`config.mk`:
```
export PLATFORM = sky130hd
export DESIGN_NAME = obstacle_evasion_controller_top_flat
export DESIGN_NICKNAME = d
export VERILOG_FILES = /design/src/rtl/oec_pkg.sv /design/src/rtl/oec_if.sv /design/src/rtl/oec_step.sv /design/src/rtl/obstacle_evasion_controller_top.sv /design/src/flat_wrapper.sv
export SDC_FILE = /design/constraint.sdc
export NUM_CORES = 1
export LEC_CHECK = 0
export BUFFER_PORTS_ARGS = -buffer_cell sky130_fd_sc_hd__buf_2
export CAP_MARGIN = 10
export CORE_ASPECT_RATIO = 0.9
export CORE_MARGIN = 2
export CORE_UTILIZATION = 47
export CTS_BUF_LIST = sky130_fd_sc_hd__clkbuf_8 sky130_fd_sc_hd__clkbuf_16
export DETAILED_ROUTE_END_ITERATION = 12
export PLACE_DENSITY = 0.79
export SLEW_MARGIN = 30
export SYNTH_ARGS = -nofsm -noshare
export SYNTH_HDL_FRONTEND = slang
export SYNTH_HIERARCHICAL = 1
export SYNTH_SLANG_ARGS = --single-unit
```
`constraint.sdc`:
```
create_clock -name i_clk -period 6.94 [get_ports i_clk]
set_input_delay 1.388 -clock i_clk [delete_from_list [all_inputs] [get_ports i_clk]]
set_output_delay 1.388 -clock i_clk [all_outputs]
set_load 0.005 [all_outputs]
```
`src/rtl/oec_pkg.sv`:
```
package oec_pkg;

    localparam logic [2:0] MODE_IDLE    = 3'd0;
    localparam logic [2:0] MODE_BACKUP  = 3'd1;
    localparam logic [2:0] MODE_ROTATE  = 3'd2;
    localparam logic [2:0] MODE_PUSH    = 3'd3;
    localparam logic [2:0] MODE_TRAPPED = 3'd4;

    localparam logic [2:0] CMD_NONE  = 3'd0;
    localparam logic [2:0] CMD_STOP  = 3'd1;
    localparam logic [2:0] CMD_FWD   = 3'd2;
    localparam logic [2:0] CMD_BACK  = 3'd3;
    localparam logic [2:0] CMD_RIGHT = 3'd4;
    localparam logic [2:0] CMD_LEFT  = 3'd5;

    localparam logic [2:0] OBS_FRONT   = 3'd1;
    localparam logic [2:0] OBS_REAR    = 3'd2;
    localparam logic [2:0] OBS_LEFT    = 3'd3;
    localparam logic [2:0] OBS_RIGHT   = 3'd4;
    localparam logic [2:0] OBS_SIDES   = 3'd5;
    localparam logic [2:0] OBS_TRAPPED = 3'd6;

    localparam logic [2:0] CFG_DRIVE_SPEED    = 3'd0;
    localparam logic [2:0] CFG_TURN_SPEED_MAX = 3'd1;
    localparam logic [2:0] CFG_BACKUP_TO      = 3'd2;
    localparam logic [2:0] CFG_ROT_TO_IMU     = 3'd3;
    localparam logic [2:0] CFG_ROT_TO_NOIMU   = 3'd4;
    localparam logic [2:0] CFG_PUSH_TIME      = 3'd5;
    localparam logic [2:0] CFG_TRAPPED_WAIT   = 3'd6;

    localparam logic signed [13:0] ANGLE_HALF = 14'sd1800;
    localparam logic signed [13:0] ANGLE_FULL = 14'sd3600;
    localparam logic [10:0] TURN_SPEED_MIN = 11'd140;
    localparam logic [12:0] TURN_DONE_ERR  = 13'd60;
    localparam logic [11:0] TRAP_OFFSET_MIN = 12'd250;
    localparam logic [11:0] FRONT_OFFSET_MIN = 12'd300;
    localparam logic signed [11:0] SIDE_LIMIT  = 12'sd300;
    localparam logic signed [11:0] SIDE_TURN   = 12'sd600;
    localparam logic signed [11:0] FRONT_TURN  = 12'sd750;

    typedef struct packed {
        logic [31:0]        now_ms;
        logic [2:0]         obstacle_status;
        logic               front_blocked_thr;
        logic               front_blocked_crit;
        logic               rear_blocked_crit;
        logic               still_trapped;
        logic signed [11:0] clearance_offset;
        logic signed [11:0] yaw_now;
        logic               imu_present;
        logic               side_one_farther;
    } t_in_item;

    typedef struct packed {
        logic [2:0]         motor_cmd;
        logic [7:0]         motor_speed;
        logic [2:0]         motion_state;
        logic signed [11:0] target_heading;
    } t_out_item;

    typedef struct packed {
        logic [7:0]  drive_speed;
        logic [7:0]  turn_speed_max;
        logic [15:0] backup_timeout_ms;
        logic [15:0] rotate_timeout_imu_ms;
        logic [15:0] rotate_timeout_noimu_ms;
        logic [15:0] push_time_ms;
        logic [15:0] trapped_wait_ms;
    } t_cfg;

    typedef struct packed {
        logic [2:0]         mode;
        logic signed [11:0] goal_yaw;
        logic [31:0]        entry_time;
    } t_state;

    function automatic logic signed [13:0] wrap_angle(input logic signed [13:0] a);
        logic signed [13:0] r;
        r = a;
        if (r > ANGLE_HALF) r = r - ANGLE_FULL;
        if (r < -ANGLE_HALF) r = r + ANGLE_FULL;
        return r;
    endfunction

endpackage

```
`src/rtl/oec_if.sv`:
```
interface oec_in_if;
    logic                 valid;
    logic                 ready;
    oec_pkg::t_in_item    data;
    modport source (output valid, output data, input ready);
    modport sink (input valid, input data, output ready);
endinterface

interface oec_out_if;
    logic                 valid;
    logic                 ready;
    oec_pkg::t_out_item   data;
    modport source (output valid, output data, input ready);
    modport sink (input valid, input data, output ready);
endinterface

interface oec_cfg_if;
    logic        valid;
    logic        ready;
    logic [2:0]  index;
    logic [15:0] wdata;
    modport source (output valid, output index, output wdata, input ready);
    modport sink (input valid, input index, input wdata, output ready);
endinterface

```
`src/rtl/oec_step.sv`:
```
module oec_step (
    input  oec_pkg::t_in_item  i_item,
    input  oec_pkg::t_state    i_state,
    input  oec_pkg::t_cfg      i_cfg,
    output oec_pkg::t_out_item o_result,
    output oec_pkg::t_state    o_state
);

    logic [31:0]        elapsed;
    logic signed [11:0] offset;
    logic [11:0]        off_mag;
    logic signed [13:0] aim_yaw;
    logic signed [13:0] err;
    logic [12:0]        err_mag;
    logic [10:0]        spd_raw;
    logic [7:0]         turn_spd;
    logic               turn_done;
    logic               aim;
    logic [2:0]         cmd;
    logic [7:0]         speed;
    logic [2:0]         n_mode;
    logic [31:0]        n_entry;

    assign elapsed = i_item.now_ms - i_state.entry_time;
    assign off_mag = i_item.clearance_offset[11] ? 12'(-i_item.clearance_offset)
                                                 : 12'(i_item.clearance_offset);

    assign err = oec_pkg::wrap_angle(14'(i_state.goal_yaw) - 14'(i_item.yaw_now));
    assign err_mag = err[13] ? 13'(-err) : 13'(err);
    assign spd_raw = oec_pkg::TURN_SPEED_MIN + 11'(err_mag[12:2]);
    assign turn_spd = (spd_raw > {3'b000, i_cfg.turn_speed_max}) ? i_cfg.turn_speed_max
                                                                 : spd_raw[7:0];
    assign turn_done = i_item.imu_present
        ? ((err_mag < oec_pkg::TURN_DONE_ERR)
           || (elapsed > {16'h0000, i_cfg.rotate_timeout_imu_ms}))
        : (elapsed > {16'h0000, i_cfg.rotate_timeout_noimu_ms});

    always_comb begin
        cmd     = oec_pkg::CMD_NONE;
        speed   = 8'd0;
        aim     = 1'b0;
        offset  = i_item.clearance_offset;
        n_mode  = i_state.mode;
        n_entry = i_state.entry_time;
        unique case (i_state.mode)
            oec_pkg::MODE_BACKUP: begin
                if (!i_item.front_blocked_thr) begin
                    cmd    = oec_pkg::CMD_STOP;
                    n_mode = oec_pkg::MODE_IDLE;
                end else if (i_item.rear_blocked_crit
                             || (elapsed > {16'h0000, i_cfg.backup_timeout_ms})) begin
                    aim = 1'b1;
                end else begin
                    cmd   = oec_pkg::CMD_BACK;
                    speed = i_cfg.drive_speed;
                end
            end
            oec_pkg::MODE_ROTATE: begin
                if (turn_done) begin
                    cmd     = oec_pkg::CMD_STOP;
                    n_mode  = oec_pkg::MODE_PUSH;
                    n_entry = i_item.now_ms;
                end else begin
                    speed = turn_spd;
                    cmd   = (err > 14'sd0) ? oec_pkg::CMD_RIGHT : oec_pkg::CMD_LEFT;
                end
            end
            oec_pkg::MODE_PUSH: begin
                if (i_item.front_blocked_crit
                    || (elapsed > {16'h0000, i_cfg.push_time_ms})) begin
                    cmd    = oec_pkg::CMD_STOP;
                    n_mode = oec_pkg::MODE_IDLE;
                end else begin
                    cmd   = oec_pkg::CMD_FWD;
                    speed = i_cfg.drive_speed;
                end
            end
            oec_pkg::MODE_TRAPPED: begin
                cmd = oec_pkg::CMD_STOP;
                if (!i_item.still_trapped) begin
                    n_mode = oec_pkg::MODE_IDLE;
                end else if ((off_mag > oec_pkg::TRAP_OFFSET_MIN)
                             && (elapsed > {16'h0000, i_cfg.trapped_wait_ms})) begin
                    aim = 1'b1;
                end
            end
            default: begin
                unique case (i_item.obstacle_status)
                    oec_pkg::OBS_TRAPPED: begin
                        n_mode  = oec_pkg::MODE_TRAPPED;
                        n_entry = i_item.now_ms;
                        cmd     = oec_pkg::CMD_STOP;
                    end
                    oec_pkg::OBS_REAR: begin
                        if (!i_item.front_blocked_thr) begin
                            n_mode  = oec_pkg::MODE_PUSH;
                            n_entry = i_item.now_ms;
                            cmd     = oec_pkg::CMD_FWD;
                            speed   = i_cfg.drive_speed;
                        end else begin
                            aim = 1'b1;
                        end
                    end
                    oec_pkg::OBS_LEFT: begin
                        if (i_item.clearance_offset < oec_pkg::SIDE_LIMIT) begin
                            offset = oec_pkg::SIDE_TURN;
                        end
                        aim = 1'b1;
                    end
                    oec_pkg::OBS_RIGHT: begin
                        if (i_item.clearance_offset > -oec_pkg::SIDE_LIMIT) begin
                            offset = -oec_pkg::SIDE_TURN;
                        end
                        aim = 1'b1;
                    end
                    oec_pkg::OBS_SIDES: begin
                        aim = 1'b1;
                    end
                    oec_pkg::OBS_FRONT: begin
                        if (off_mag < oec_pkg::FRONT_OFFSET_MIN) begin
                            offset = i_item.side_one_farther ? oec_pkg::FRONT_TURN
                                                             : -oec_pkg::FRONT_TURN;
                        end
                        aim = 1'b1;
                    end
                    default: begin
                        n_mode = oec_pkg::MODE_IDLE;
                        cmd    = oec_pkg::CMD_STOP;
                    end
                endcase
            end
        endcase
    end

    assign aim_yaw = oec_pkg::wrap_angle(14'(i_item.yaw_now) + 14'(offset));

    always_comb begin
        o_state.mode       = aim ? oec_pkg::MODE_ROTATE : n_mode;
        o_state.goal_yaw   = aim ? aim_yaw[11:0] : i_state.goal_yaw;
        o_state.entry_time = aim ? i_item.now_ms : n_entry;
    end

    assign o_result.motor_cmd      = cmd;
    assign o_result.motor_speed    = speed;
    assign o_result.motion_state   = o_state.mode;
    assign o_result.target_heading = o_state.goal_yaw;

endmodule

```
`src/rtl/obstacle_evasion_controller_top.sv`:
```
// Obstacle evasion controller. One control tick per transfer on i_in gives exactly one
// result on o_out. A tick is captured in an input register and its result moves into the
// output register once that register is empty or being drained, which raises o_out.valid;
// a new tick is taken every cycle while o_out keeps draining. A single pass of next-state
// logic lies between the two registers. The configuration port is always ready and its
// writes are meant for when no tick is in flight.
module obstacle_evasion_controller_top (
    input  logic             i_clk,
    input  logic             i_rst_n,
    oec_in_if.sink           i_in,
    oec_out_if.source        o_out,
    oec_cfg_if.sink          i_cfg
);

    oec_pkg::t_cfg      r_cfg;
    oec_pkg::t_state    r_state;
    oec_pkg::t_state    n_state;
    oec_pkg::t_in_item  r_in;
    logic               r_in_valid;
    oec_pkg::t_out_item r_out;
    oec_pkg::t_out_item n_out;
    logic               r_out_valid;
    logic               adv;

    assign adv         = r_in_valid && (!r_out_valid || o_out.ready);
    assign i_in.ready  = !r_in_valid || adv;
    assign i_cfg.ready = 1'b1;
    assign o_out.valid = r_out_valid;
    assign o_out.data  = r_out;

    oec_step u_step (
        .i_item   (r_in),
        .i_state  (r_state),
        .i_cfg    (r_cfg),
        .o_result (n_out),
        .o_state  (n_state)
    );

    always_ff @(posedge i_clk) begin
        if (!i_rst_n) begin
            r_cfg.drive_speed             <= 8'd180;
            r_cfg.turn_speed_max          <= 8'd200;
            r_cfg.backup_timeout_ms       <= 16'd3500;
            r_cfg.rotate_timeout_imu_ms   <= 16'd2000;
            r_cfg.rotate_timeout_noimu_ms <= 16'd500;
            r_cfg.push_time_ms            <= 16'd1000;
            r_cfg.trapped_wait_ms         <= 16'd1500;
        end else if (i_cfg.valid) begin
            unique case (i_cfg.index)
                oec_pkg::CFG_DRIVE_SPEED:    r_cfg.drive_speed <= i_cfg.wdata[7:0];
                oec_pkg::CFG_TURN_SPEED_MAX: r_cfg.turn_speed_max <= i_cfg.wdata[7:0];
                oec_pkg::CFG_BACKUP_TO:      r_cfg.backup_timeout_ms <= i_cfg.wdata;
                oec_pkg::CFG_ROT_TO_IMU:     r_cfg.rotate_timeout_imu_ms <= i_cfg.wdata;
                oec_pkg::CFG_ROT_TO_NOIMU:   r_cfg.rotate_timeout_noimu_ms <= i_cfg.wdata;
                oec_pkg::CFG_PUSH_TIME:      r_cfg.push_time_ms <= i_cfg.wdata;
                oec_pkg::CFG_TRAPPED_WAIT:   r_cfg.trapped_wait_ms <= i_cfg.wdata;
                default: begin
                end
            endcase
        end
    end

    always_ff @(posedge i_clk) begin
        if (!i_rst_n) begin
            r_in_valid  <= 1'b0;
            r_out_valid <= 1'b0;
            r_state     <= '0;
        end else begin
            if (i_in.ready) begin
                r_in_valid <= i_in.valid;
            end
            if (adv) begin
                r_out_valid <= 1'b1;
                r_state     <= n_state;
            end else if (o_out.ready) begin
                r_out_valid <= 1'b0;
            end
        end
    end

    always_ff @(posedge i_clk) begin
        if (i_in.valid && i_in.ready) begin
            r_in <= i_in.data;
        end
        if (adv) begin
            r_out <= n_out;
        end
    end

endmodule

```
`src/flat_wrapper.sv`:
```
// flat-port wrapper written by rule: the top's interface ports become plain ports
module obstacle_evasion_controller_top_flat 
  (i_clk, i_rst_n, i_in_valid, i_in_data, i_in_ready, o_out_valid, o_out_data, o_out_ready, i_cfg_valid, i_cfg_index, i_cfg_wdata, i_cfg_ready);
  oec_in_if i_in_i ();
  oec_out_if o_out_i ();
  oec_cfg_if i_cfg_i ();
  input  logic i_clk;
  input  logic i_rst_n;
  input wire logic [$bits(i_in_i.valid)-1:0] i_in_valid;
  input wire logic [$bits(i_in_i.data)-1:0] i_in_data;
  output wire logic [$bits(i_in_i.ready)-1:0] i_in_ready;
  output wire logic [$bits(o_out_i.valid)-1:0] o_out_valid;
  output wire logic [$bits(o_out_i.data)-1:0] o_out_data;
  input wire logic [$bits(o_out_i.ready)-1:0] o_out_ready;
  input wire logic [$bits(i_cfg_i.valid)-1:0] i_cfg_valid;
  input wire logic [$bits(i_cfg_i.index)-1:0] i_cfg_index;
  input wire logic [$bits(i_cfg_i.wdata)-1:0] i_cfg_wdata;
  output wire logic [$bits(i_cfg_i.ready)-1:0] i_cfg_ready;
  assign i_in_i.valid = i_in_valid;
  assign i_in_i.data = i_in_data;
  assign i_in_ready = i_in_i.ready;
  assign o_out_valid = o_out_i.valid;
  assign o_out_data = o_out_i.data;
  assign o_out_i.ready = o_out_ready;
  assign i_cfg_i.valid = i_cfg_valid;
  assign i_cfg_i.index = i_cfg_index;
  assign i_cfg_i.wdata = i_cfg_wdata;
  assign i_cfg_ready = i_cfg_i.ready;
  obstacle_evasion_controller_top u_core (.i_clk(i_clk), .i_rst_n(i_rst_n), .i_in(i_in_i), .o_out(o_out_i), .i_cfg(i_cfg_i));
endmodule
```
# ---- Yosys cells after proc, flatten, opt, wreduce, memory -nomap -nowiden
# Cells that the tools add are included.
dict set report classes {
  add_sub_neg 10
  mul 0
  n_div 0
  magnitude_cmp 16
  eq_ne 19
  n_shift 0
  n_mux 52
  bitwise 0
  n_reduce_logical 25
}
# op count
set op_table {}
lappend op_table {{$gt 32x16->1} 5}
lappend op_table {{$pmux 32 s2} 2}
lappend op_table {{$mux 12} 8}
lappend op_table {{$mux 32} 3}
lappend op_table {{$mux 8} 7}
lappend op_table {{$mux 14} 3}
lappend op_table {{$pmux 12 s3} 1}
lappend op_table {{$pmux 8 s4} 1}
lappend op_table {{$sub 32x32->32} 1}
lappend op_table {{$lt 14x12->1 const B} 2}
lappend op_table {{$sub 13x13->14 const B} 2}
lappend op_table {{$gt 13x12->1 const B} 2}
lappend op_table {{$pmux 3 s4} 2}
lappend op_table {{$eq 3x3->1 const B} 7}
lappend op_table {{$mux 3} 7}
lappend op_table {{$eq 3x2->1 const B} 6}
lappend op_table {{$add 14x13->14 const B} 1}
lappend op_table {{$gt 14x1->1 const B} 1}
lappend op_table {{$reduce_and 2->1} 7}
lappend op_table {{$add 12x12->13} 1}
lappend op_table {{$lt 13x6->1 const B} 1}
lappend op_table {{$mux 13} 1}
lappend op_table {{$neg 13->13} 1}
lappend op_table {{$sub 12x12->13} 1}
lappend op_table {{28 further kinds} 49}
dict set report totals {
  ff_bits 236
  latch_bits 0
  ramBits 0
  romBits 0
  in_bits 89
  out_inout_bits 29
  elab_cells 148
  mem_count 0
}

# ---- Longest topological paths before layout
# Gate-level depths: netlist of the first run.
dict set report logic_depth {
  ltp_word 13
  depth_mapped 43
  depth_no_buf 39
}

# ---- Cells and area by module
# The synthesis of the first run kept the hierarchy.
# mod n_inst cells_each area_each_um2 seq_area_each_um2
set modules_own_cells {}
lappend modules_own_cells {oec_step 1 1347 9355.2 0.0}
lappend modules_own_cells {obstacle_evasion_controller_top 1 646 7943.9 5635.4}

# ---- Worst setup path before layout of the first run
# No wires, ideal clock.
dict set report synth_path {
  kind {flip-flop to flip-flop}
  from {register u_core/r_in[2] (netlist bit)}
  to {register u_core.r_out (netlist bit u_core/o_out.data[15]) (data pin)}
  setup_ps 146
  t_arrival_ps 7353
  required_time_ps 6794
  path_slack_ps -560
  path_stages_with_launch 42
  n_path_buf 4
  period_less_slack_ps 7500
  cell_sequence {edfxtp_1 -> ha_1 -> fa_1 -> nand2b_1 -> a21oi_1 -> xor2_1 -> inv_2 -> ha_1 -> nand2_1 -> o211a_1 -> a22o_1 -> buf_4 -> a22o_1 -> xnor2_1 -> ha_1 -> and2_1 -> mux2_2 -> nand2_1 -> [6 not listed] -> o21ai_0 -> xor2_1 -> nor2_1 -> a21oi_1 -> ha_1 -> xnor2_1 -> xnor2_1 -> ha_1 -> nor2b_1 -> o21ai_0 -> nand2b_1 -> a21oi_1 -> nor2b_1 -> o22ai_1 -> o221a_1 -> buf_6 -> mux2_4 -> o2bb2ai_2}
}
# element line
set synth_lines {}
lappend synth_lines {{from (decl)} obstacle_evasion_controller_top.sv:18} ;# oec_pkg::t_in_item r_in;
lappend synth_lines {{from (signal assigned)} obstacle_evasion_controller_top.sv:83} ;# r_in <= i_in.data;
lappend synth_lines {{to (signal assigned)} obstacle_evasion_controller_top.sv:86} ;# r_out <= n_out;
lappend synth_lines {{to (decl)} obstacle_evasion_controller_top.sv:20} ;# oec_pkg::t_out_item r_out;

==> results of run 1 <==
[final cells by class]
type / count / area share
antenna: 1 / 0.000122
inverter: 161 / 0.0295
clock buffer: 34 / 0.0388
timing repair buffer: 247 / 0.0826
clock inverter: 17 / 0.00574
multi-input combinational: 1497 / 0.539
sequential: 236 / 0.275
tap: 476 / 0.0291
[state kept, by name, summed over array words and instances (netlist names)]
register	cells
u_core/r_cfg	96
u_core/r_in	65
u_core/r_state	47
u_core/o_out.data	26
u_core/o_out.valid	1
u_core/r_in_valid	1
[cell usage after synthesis, types with 12 or more instances]
master    number
o21ai_0      143
nand2b_1      26
xnor2_1       51
xor2_1        19
edfxtp_1      91
nand3_1       81
o21a_1        46
dfxtp_1      145
inv_1        160
o211ai_1      23
nor2_1        82
nand4_1       26
ha_1         153
buf_4         19
nor3_1        40
a31oi_1       12
buf_2         18
mux2i_1      111
a21o_1        33
a21oi_1       95
nor2b_1       27
mux2_1        31
nand2_1      245
clkbuf_1      50
and3_1        16
[power by group through the flow]
stage                     Clock, mW  Sequential (mW)  Combinational [mW]
after floorplan                   0             1.59                2.52
after CTS                      1.48             1.58                3.73
after global placement            0             1.61                3.53
after global routing           1.53             1.59                4.53
final                          1.44             1.58                4.17
after detailed placement          0             1.61                3.60
[worst paths after layout]
check,to,from
hold reg to reg,u_core/r_state[18]$_SDFFE_PN0P_,u_core/r_state[18]$_SDFFE_PN0P_
setup / recovery,u_core/o_out.data[15]$_DFFE_PP_,u_core/r_in[2]$_DFFE_PP_
hold / removal,u_core/r_state[18]$_SDFFE_PN0P_,u_core/r_state[18]$_SDFFE_PN0P_
setup reg to reg,u_core/o_out.data[15]$_DFFE_PP_,u_core/r_in[2]$_DFFE_PP_
[cell families (layout without fill, tap and decap cells)]
kind of cell	Yosys count	count (layout)	synth area share
AOI/OAI and AO/OA	496	496	0.192
xor gates and xnor gates	73	73	0.0383
adders and majority gates	156	156	0.114
buffers and inverters	260	459	0.0640
DFF	236	236	0.326
muxes	153	153	0.0920
other	1	2	0.000217
and+or+nand+nor	618	618	0.174
[metal layers]
layer / part of all wire / global-route usage / vias up
li1: - / - / 7517
met1: 0.46 / 0.317 / 7322
met2: 0.46 / 0.386 / 435
met3: 0.052 / 0.0259 / 66
met4: 0.021 / 0.0583 / 0
met5: 0 / 0 / -
[what timing repair did]
item                       4_1_cts  5_1_grt
gates resized for setup         11       76
pin swaps                       18       37
setup endpoints to repair       55       60
hold buffers                     0        0
gates cloned                     0        3
buffers inserted                 7       21
[worst max-delay path: cells and delay by family, from the launching register on]
kind                       cells  cell delay [ns]
muxes                          2             0.59
DFF                            1             0.41
adders and majority gates      5             1.49
buffers and inverters          4             0.59
and+or+nand+nor                8             0.87
xor gates and xnor gates       5             1.15
AOI/OAI and AO/OA             10             1.82
[metrics by stage]
step                      cell area (µm²)  setup TNS (ns)
after detailed placement            18900           -5.33
after global placement              18900               0
after CTS                           19900         -0.0278
after global routing                20500          -10.81
after floorplan                     17400          -0.972
final                               20500          -0.727
==> impl_metrics.json, run 1 <==
{
  "power_frac_clock": 0.201,
  "post-route-period-util": 1.02,
  "power_density_mw_per_mm2": 351,
  "ys_seq_area_frac": 0.326,
  "clockBufferDepth": 3,
  "multi_input_area_mm2": 0.0110,
  "fp-row-count": 66,
  "synth_top_area_frac": 0.168,
  "dieArea_mm2": 0.0384,
  "crit_path_end_kind": "flip-flop",
  "min_path_type": "flip-flop to flip-flop",
  "p_sw_mw": 2.83,
  "final.min_clock_period_ns": 7.05,
  "ant_nets": 0,
  "fmax_mhz": 142,
  "syn_area_per_cell_um2": 8.68,
  "numCtsBuffers": 28,
  "ir_worst_vdd_mv": 0.435,
  "layout.nets": 2416,
  "fillers": 3181,
  "dpl.cell_count": 2585,
  "synthTopCellsByArea": "dfxtp_1 (17%), edfxtp_1 (16%), ha_1 (11%)",
  "p_leak_nw": 8.82,
  "hold_viol_final": 0,
  "ios": 118,
  "critPathMaxStageDelay_ns": 0.42,
  "place_ws_ns": -0.184,
  "async_flop_share": 0,
  "synthFlopType": "dfxtp_1",
  "die_w_um": 206,
  "intPower_mw": 4.37,
  "grt_max_degree": 107,
  "yosysWarningCount": 6,
  "clkTransAtPathRegs_ns": 0.06,
  "setup_viol": 9,
  "core-area_mm2": 0.0362,
  "route.detailed.drc": 0,
  "clock_skew_ns": 0.0117,
  "netlist_area_mm2": 0.0173,
  "r2r_slack_ns": -0.11,
  "grt-ovfl-total": 0,
  "ys_types": 98,
  "critPathKind": "flip-flop to flip-flop",
  "synth_area_leader_cell": "dfxtp_1",
  "ff_latch_area_mm2": 0.00564,
  "initial_core_util": 0.478,
  "port_buffers": 116,
  "rsz0062_at_grt": "true",
  "maxSlewHeadroom": 0.318,
  "hold_slack_ns": 0.471,
  "cts_tree": "done",
  "drv_slew": 0,
  "grt_usage": 0.231,
  "synthesis.instances": 1993,
  "drt_iter0_markers": 1041,
  "worstPathArrival_ns": 7.46,
  "final_cell_count_no_fill": 2669,
  "reg2reg_depth": 34,
  "drv_cap": 0,
  "num_vias": 15340,
  "fin_util": 0.566,
  "sw_frac_of_total": 0.393,
  "layout_common_cells": "nand2_1 (240), inv_1 (163), ha_1 (145)",
  "htreeDepth": 1,
  "antenna_found_initial": 1,
  "first_pass_iters": 5,
  "place.gp.congestion": 0.920,
  "dp_hpwl_um": 33700,
  "final_common_cell": "nand2_1",
  "synth_edf_count": 91,
  "synth_seq_cells": 236,
  "cp_max_fo": 8,
  "viasPerCell": 5.75,
  "fin_ws_ns": -0.111,
  "status": "finished, violations left",
  "areaGrowthSynthToFinish_pct": 18.4,
  "wl_per_cell_um": 17.3,
  "final_layout_size_suffix_gt1_frac": 0.195,
  "combPwrFrac": 0.579,
  "seq_power_share": 0.220,
  "critPathRequiredTime_ns": 7.34,
  "routed_wl_um": 46100,
  "power_mw": 7.20,
  "grt_pass1_vias": 14540,
  "synth_nets": 2238,
  "clock_sinks": 236,
  "worst_pin_slew_ns": 1.02,
  "clk_latency_ns": 0.55,
  "dieHeight_um": 186,
  "crit_slowest_cell": "ha_2",
  "critPathLaunchType": "flip-flop",
  "min_path_cells": 2,
  "violations": "setup timing",
  "ctsRootBufferMaster": "clkbuf_16",
  "grt_pass1_wl_um": 72600
}
Note: power is estimated with default switching activity, not from simulation.
==> inputs of run 2 (changes only) <==
RECOVER_POWER = 25   (was not set)
==> run 2 against run 1 <==
Against the previous run: the flow finishes with violations (capacitance limit, slew limit, setup timing); sequential share of layout area hardly changed; via count is 0.27% lower; first-iteration DRC count is 4.3% lower; setup slack better by 0.042 ns; largest cell class unchanged; largest power group unchanged; highest routed layer unchanged.
==> impl_metrics.json, run 2 (synthesis results as in run 1) <==
{
  "core-area_mm2": 0.0362,
  "clock_sinks": 236,
  "dp_hpwl_um": 33700,
  "clk_latency_ns": 0.55,
  "cts_hold_buf": 0,
  "sw_frac_of_total": 0.393,
  "worstPathArrival_ns": 7.42,
  "fin_ws_ns": -0.0695,
  "critPathMaxStageDelay_ns": 0.42,
  "grt_pass1_wl_um": 72600,
  "grt_usage": 0.231,
  "fin_util": 0.565,
  "ant_nets": 0,
  "largest_register_ffs": 96,
  "clkTransAtPathRegs_ns": 0.06,
  "clockBufferDepth": 3,
  "top_regs": "u_core/r_cfg: 96 flops, u_core/r_in: 65 flops, u_core/r_state: 47 flops",
  "violations": "capacitance limit, slew limit, setup timing",
  "maxSlewHeadroom": -2.04,
  "dieArea_mm2": 0.0384,
  "ios": 118,
  "p_leak_nw": 8.78,
  "tns_ns": -0.593,
  "grt_max_degree": 107,
  "setup_viol": 21,
  "drv_slew": 135,
  "critPathKind": "flip-flop to flip-flop",
  "layout_common_cells": "nand2_1 (240), inv_1 (163), ha_1 (145)",
  "fmax_mhz": 143,
  "dieHeight_um": 186,
  "num_vias": 15299,
  "layout.nets": 2416,
  "ir_worst_vdd_mv": 0.432,
  "antenna_found_initial": 1,
  "routed_wl_um": 46000,
  "r2r_slack_ns": -0.07,
  "route.detailed.drc": 0,
  "p_sw_mw": 2.83,
  "clock_skew_ns": 0.0107,
  "areaGrowthSynthToFinish_pct": 18.2,
  "place.gp.congestion": 0.920,
  "crit_path_end_kind": "flip-flop",
  "cp_common_cell": "ha_2",
  "first_pass_iters": 5,
  "drv_cap": 2,
  "power_density_mw_per_mm2": 352,
  "power_frac_clock": 0.201,
  "cp_max_fo": 8,
  "final_layout_size_suffix_gt1_frac": 0.189,
  "intPower_mw": 4.37,
  "rsz0062_at_grt": "true",
  "wl_per_cell_um": 17.2,
  "final.min_clock_period_ns": 7.01,
  "min_path_type": "flip-flop to flip-flop",
  "status": "finished, violations left",
  "grt_pass1_vias": 14540,
  "hold_slack_ns": 0.471,
  "fp-row-count": 66,
  "numCtsBuffers": 28,
  "critPathLaunchType": "flip-flop",
  "hold_viol_final": 0,
  "power_mw": 7.19,
  "grt-ovfl-total": 0,
  "critPathBufInv": 3,
  "htreeDepth": 1,
  "crit_slowest_cell": "ha_2",
  "viasPerCell": 5.73,
  "drt_iter0_markers": 996,
  "crit_family": "compound AO/OA/AOI/OAI gates",
  "port_buffers": 116,
  "post-route-period-util": 1.01,
  "cts_tree": "done",
  "combPwrFrac": 0.579,
  "die_w_um": 206,
  "largest-register": "u_core/r_cfg",
  "seq_power_share": 0.220,
  "final_common_cell": "nand2_1",
  "critPathRequiredTime_ns": 7.35,
  "ctsRootBufferMaster": "clkbuf_16",
  "initial_core_util": 0.478,
  "worst_pin_slew_ns": 4.56
}
run 2: power by group through the flow:
stage / combinational (mW) / clock [mW] / sequential [mW]
2_1_floorplan: 2.52 / 0 / 1.59
3_3_place_gp: 3.53 / 0 / 1.61
3_5_place_dp: 3.60 / 0 / 1.61
4_1_cts: 3.73 / 1.48 / 1.58
5_1_grt: 4.53 / 1.53 / 1.59
6_report: 4.16 / 1.45 / 1.58
run 2: final cells by class:
type | instances | area, µm²
Fill cell | 3192 | 15700
Timing Repair Buffer | 247 | 1670
Antenna cell | 1 | 2.50
Clock inverter | 17 | 118
Inverter | 161 | 604
Multi-Input combinational cell | 1497 | 11000
Tap cell | 476 | 596
Sequential cell | 236 | 5640
Clock buffer | 34 | 795
run 2: through the flow:
step                      cell area (µm²)  worst slack [ns]  std cells
after global placement              18900            0.0354       2585
after global routing                20500            -0.441       2669
after CTS                           19900           -0.0164       2643
after floorplan                     17400            -0.157       1993
after detailed placement            18900            -0.184       2585
final                               20500           -0.0695       2669
run 2: path summary, 6_finish.rpt:
kind,start,cells past startpoint,end
min,u_core/r_state[7]$_SDFFE_PN0P_,2,u_core/r_state[7]$_SDFFE_PN0P_
max reg2reg,u_core/r_in[2]$_DFFE_PP_,33,u_core/o_out.data[15]$_DFFE_PP_
min reg2reg,u_core/r_state[7]$_SDFFE_PN0P_,2,u_core/r_state[7]$_SDFFE_PN0P_
max,u_core/r_in[2]$_DFFE_PP_,33,u_core/o_out.data[15]$_DFFE_PP_
run 2: per-layer routing:
layer,vias to the layer above,global-route usage,part of all wire
li1,7528,-,-
met1,7273,0.317,0.46
met2,434,0.386,0.46
met3,64,0.0259,0.054
met4,0,0.0583,0.021
met5,-,0,0
run 2: repair_timing:
item | in CTS | in global routing
endpoints found under the setup margin | 55 | 60
pin swaps | 18 | 37
gates cloned | 0 | 3
setup buffers | 7 | 21
resized for setup | 11 | 76
run 2: worst register-to-register path: cells and delay by family, from the launching register on:
family,cells,cell delay (ns)
AO/OA/AOI/OAI,9,1.74
adder cells (fa/ha/maj),5,1.49
AND/OR/NAND/NOR,9,1.27
XOR/XNOR,4,0.79
multiplexers,3,0.75
buffers and inverters,3,0.41
flip-flops,1,0.41
==> inputs of run 3 (changes only) <==
==> constraint.sdc (replaced) <==
create_clock -name i_clk -period 6.94 [get_ports i_clk]
set_input_delay 0.694 -clock i_clk [delete_from_list [all_inputs] [get_ports i_clk]]
set_output_delay 0.694 -clock i_clk [all_outputs]
set_load 0.005 [all_outputs]
==> run 3 against run 2 <==
Against the previous run: the flow still finishes with violations (capacitance limit, slew limit, setup timing); global-route usage grew 0.17 points; hold slack lost 0.18 ns; register-to-register slack is essentially flat; critical path type unchanged.
==> impl_metrics.json, run 3 (synthesis results as in run 1) <==
{
  "met2_usage": 0.389,
  "grt_max_degree": 127,
  "post-route-period-util": 1.01,
  "numCtsBuffers": 27,
  "num_vias": 15452,
  "place_ws_ns": -0.196,
  "final.min_clock_period_ns": 7.02,
  "r2r_slack_ns": -0.08,
  "layout.nets": 2420,
  "worstPathArrival_ns": 7.33,
  "cp_common_cell": "ha_4",
  "fp-row-count": 66,
  "fin_ws_ns": -0.0790,
  "critPathRequiredTime_ns": 7.25,
  "routed_wl_um": 46800,
  "sw_frac_of_total": 0.394,
  "layout_common_cells": "nand2_1 (214), inv_1 (164), dfxtp_1 (144), ha_1 (144), o21ai_0 (135)",
  "ant_nets": 0,
  "final_common_cell": "nand2_1",
  "critPathLaunchType": "flip-flop",
  "dieHeight_um": 186,
  "rsz0062_at_grt": "true",
  "areaGrowthSynthToFinish_pct": 19.8,
  "first_pass_iters": 5,
  "final_layout_size_suffix_gt1_frac": 0.214,
  "power_density_mw_per_mm2": 352,
  "htreeDepth": 1,
  "maxSlewHeadroom": -2.99,
  "setup_viol": 25,
  "clock_sinks": 236,
  "crit_slowest_cell": "edfxtp_1",
  "port_buffers": 116,
  "dieArea_mm2": 0.0384,
  "core-area_mm2": 0.0362,
  "clk_latency_ns": 0.58,
  "worst_pin_slew_ns": 5.99,
  "wl_per_cell_um": 17.5,
  "grt_use_met3": 0.0366,
  "ctsRootBufferMaster": "clkbuf_16",
  "grt_usage": 0.232,
  "intPower_mw": 4.42,
  "initial_core_util": 0.478,
  "top_regs": "u_core/r_cfg: 96 flops, u_core/r_in: 65 flops, u_core/r_state: 47 flops",
  "drv_slew": 153,
  "hold_viol_final": 0,
  "drv_cap": 2,
  "route.detailed.drc": 0,
  "crit_path_end_kind": "flip-flop",
  "p_leak_nw": 8.92,
  "critPathMaxStageDelay_ns": 0.41,
  "ios": 118,
  "viasPerCell": 5.78,
  "met1_usage": 0.313,
  "busiest_layer": "met2",
  "seq_power_share": 0.217,
  "grt_pass1_vias": 14622,
  "grt-ovfl-total": 0,
  "place.gp.congestion": 0.926,
  "largest_register_ffs": 96,
  "grt_pass1_wl_um": 72600,
  "cts_tree": "done",
  "min_path_type": "input pin to flip-flop",
  "fmax_mhz": 142,
  "cp_max_fo": 8,
  "combPwrFrac": 0.582,
  "clock_skew_ns": 0.0185,
  "status": "finished, violations left",
  "dp_hpwl_um": 33500,
  "violations": "capacitance limit, slew limit, setup timing",
  "ir_worst_vdd_mv": 0.345,
  "p_sw_mw": 2.87,
  "fin_area_mm2": 0.0207,
  "hold_slack_ns": 0.293,
  "power_frac_clock": 0.201,
  "critPathKind": "flip-flop to flip-flop",
  "largest-register": "u_core/r_cfg",
  "clkTransAtPathRegs_ns": 0.06,
  "placed_area_mm2": 0.0189,
  "die_w_um": 206,
  "drt_iter0_markers": 1230,
  "clockBufferDepth": 3,
  "antenna_found_initial": 1
}
-- run 3: cell count changes in the layout (fill, tap and decap cells not counted), moves of 3 or more --
cell,delta
or2_2,-3
nand2_1,-26
mux2_1,-16
clkbuf_8,-3
or2_4,+3
buf_6,+3
nand2_2,+26
mux2_4,+16
-- run 3: final cells by class --
cell class / instances / area (µm²)
flip-flops and latches: 236 / 5640
multi-input cells: 1497 / 11200
well taps: 476 / 596
inverters: 161 / 604
clock inverters: 20 / 183
fillers: 3157 / 15400
diodes: 1 / 2.50
repair buffers: 252 / 1730
clock buffers: 30 / 728
-- run 3: final timing paths --
check | start | endpoint | cells past startpoint
hold / removal | i_in_data[31] | u_core/r_in[31]$_DFFE_PP_ | 1
hold reg to reg | u_core/r_cfg[73]$_SDFFE_PN0P_ | u_core/r_cfg[73]$_SDFFE_PN0P_ | 2
setup reg to reg | u_core/r_in[4]$_DFFE_PP_ | u_core/o_out.data[19]$_DFFE_PP_ | 39
setup / recovery | u_core/r_in[4]$_DFFE_PP_ | u_core/o_out.data[19]$_DFFE_PP_ | 39
-- run 3: per-stage QoR --
stage	utilization	power (mW)	std cells	setup TNS (ns)
floorplan	-	4.11	1993	-0.972
global placement	0.522	5.10	2582	-0.0511
detailed placement	0.522	5.21	2582	-5.38
CTS	0.554	6.92	2648	0
global route	0.573	7.72	2673	-15.05
finish	0.573	7.30	2673	-0.742
-- run 3: power groups by stage --
stage               clock, mW  sequential, mW  combinational, mW
global route             1.57            1.59               4.56
floorplan                   0            1.59               2.52
finish                   1.47            1.58               4.24
detailed placement          0            1.61               3.60
CTS                      1.50            1.58               3.83
global placement            0            1.61               3.49
-- run 3: critical path, delay by kind of cell (launching register included) --
family	cells	cell delay, ns
AO/OA/AOI/OAI	14	2.47
XOR/XNOR	2	0.28
adder cells (fa/ha/maj)	5	1.07
buffers and inverters	4	0.56
flip-flops	1	0.41
multiplexers	2	0.47
AND/OR/NAND/NOR	12	1.48
-- run 3: timing repair --
action                                  4_1_cts  5_1_grt
hold buffers                                  0        0
pin swaps                                    27       46
cloned                                        1        2
endpoints found under the setup margin       54       59
gates resized for setup                      21      127
buffers inserted                             15       21
-- run 3: routing by layer --
| metal | part of all wire | vias up |
|---|---|---|
| li1 | - | 7519 |
| met4 | 0.025 | 0 |
| met2 | 0.46 | 530 |
| met1 | 0.45 | 7313 |
| met5 | 0 | - |
| met3 | 0.064 | 90 |
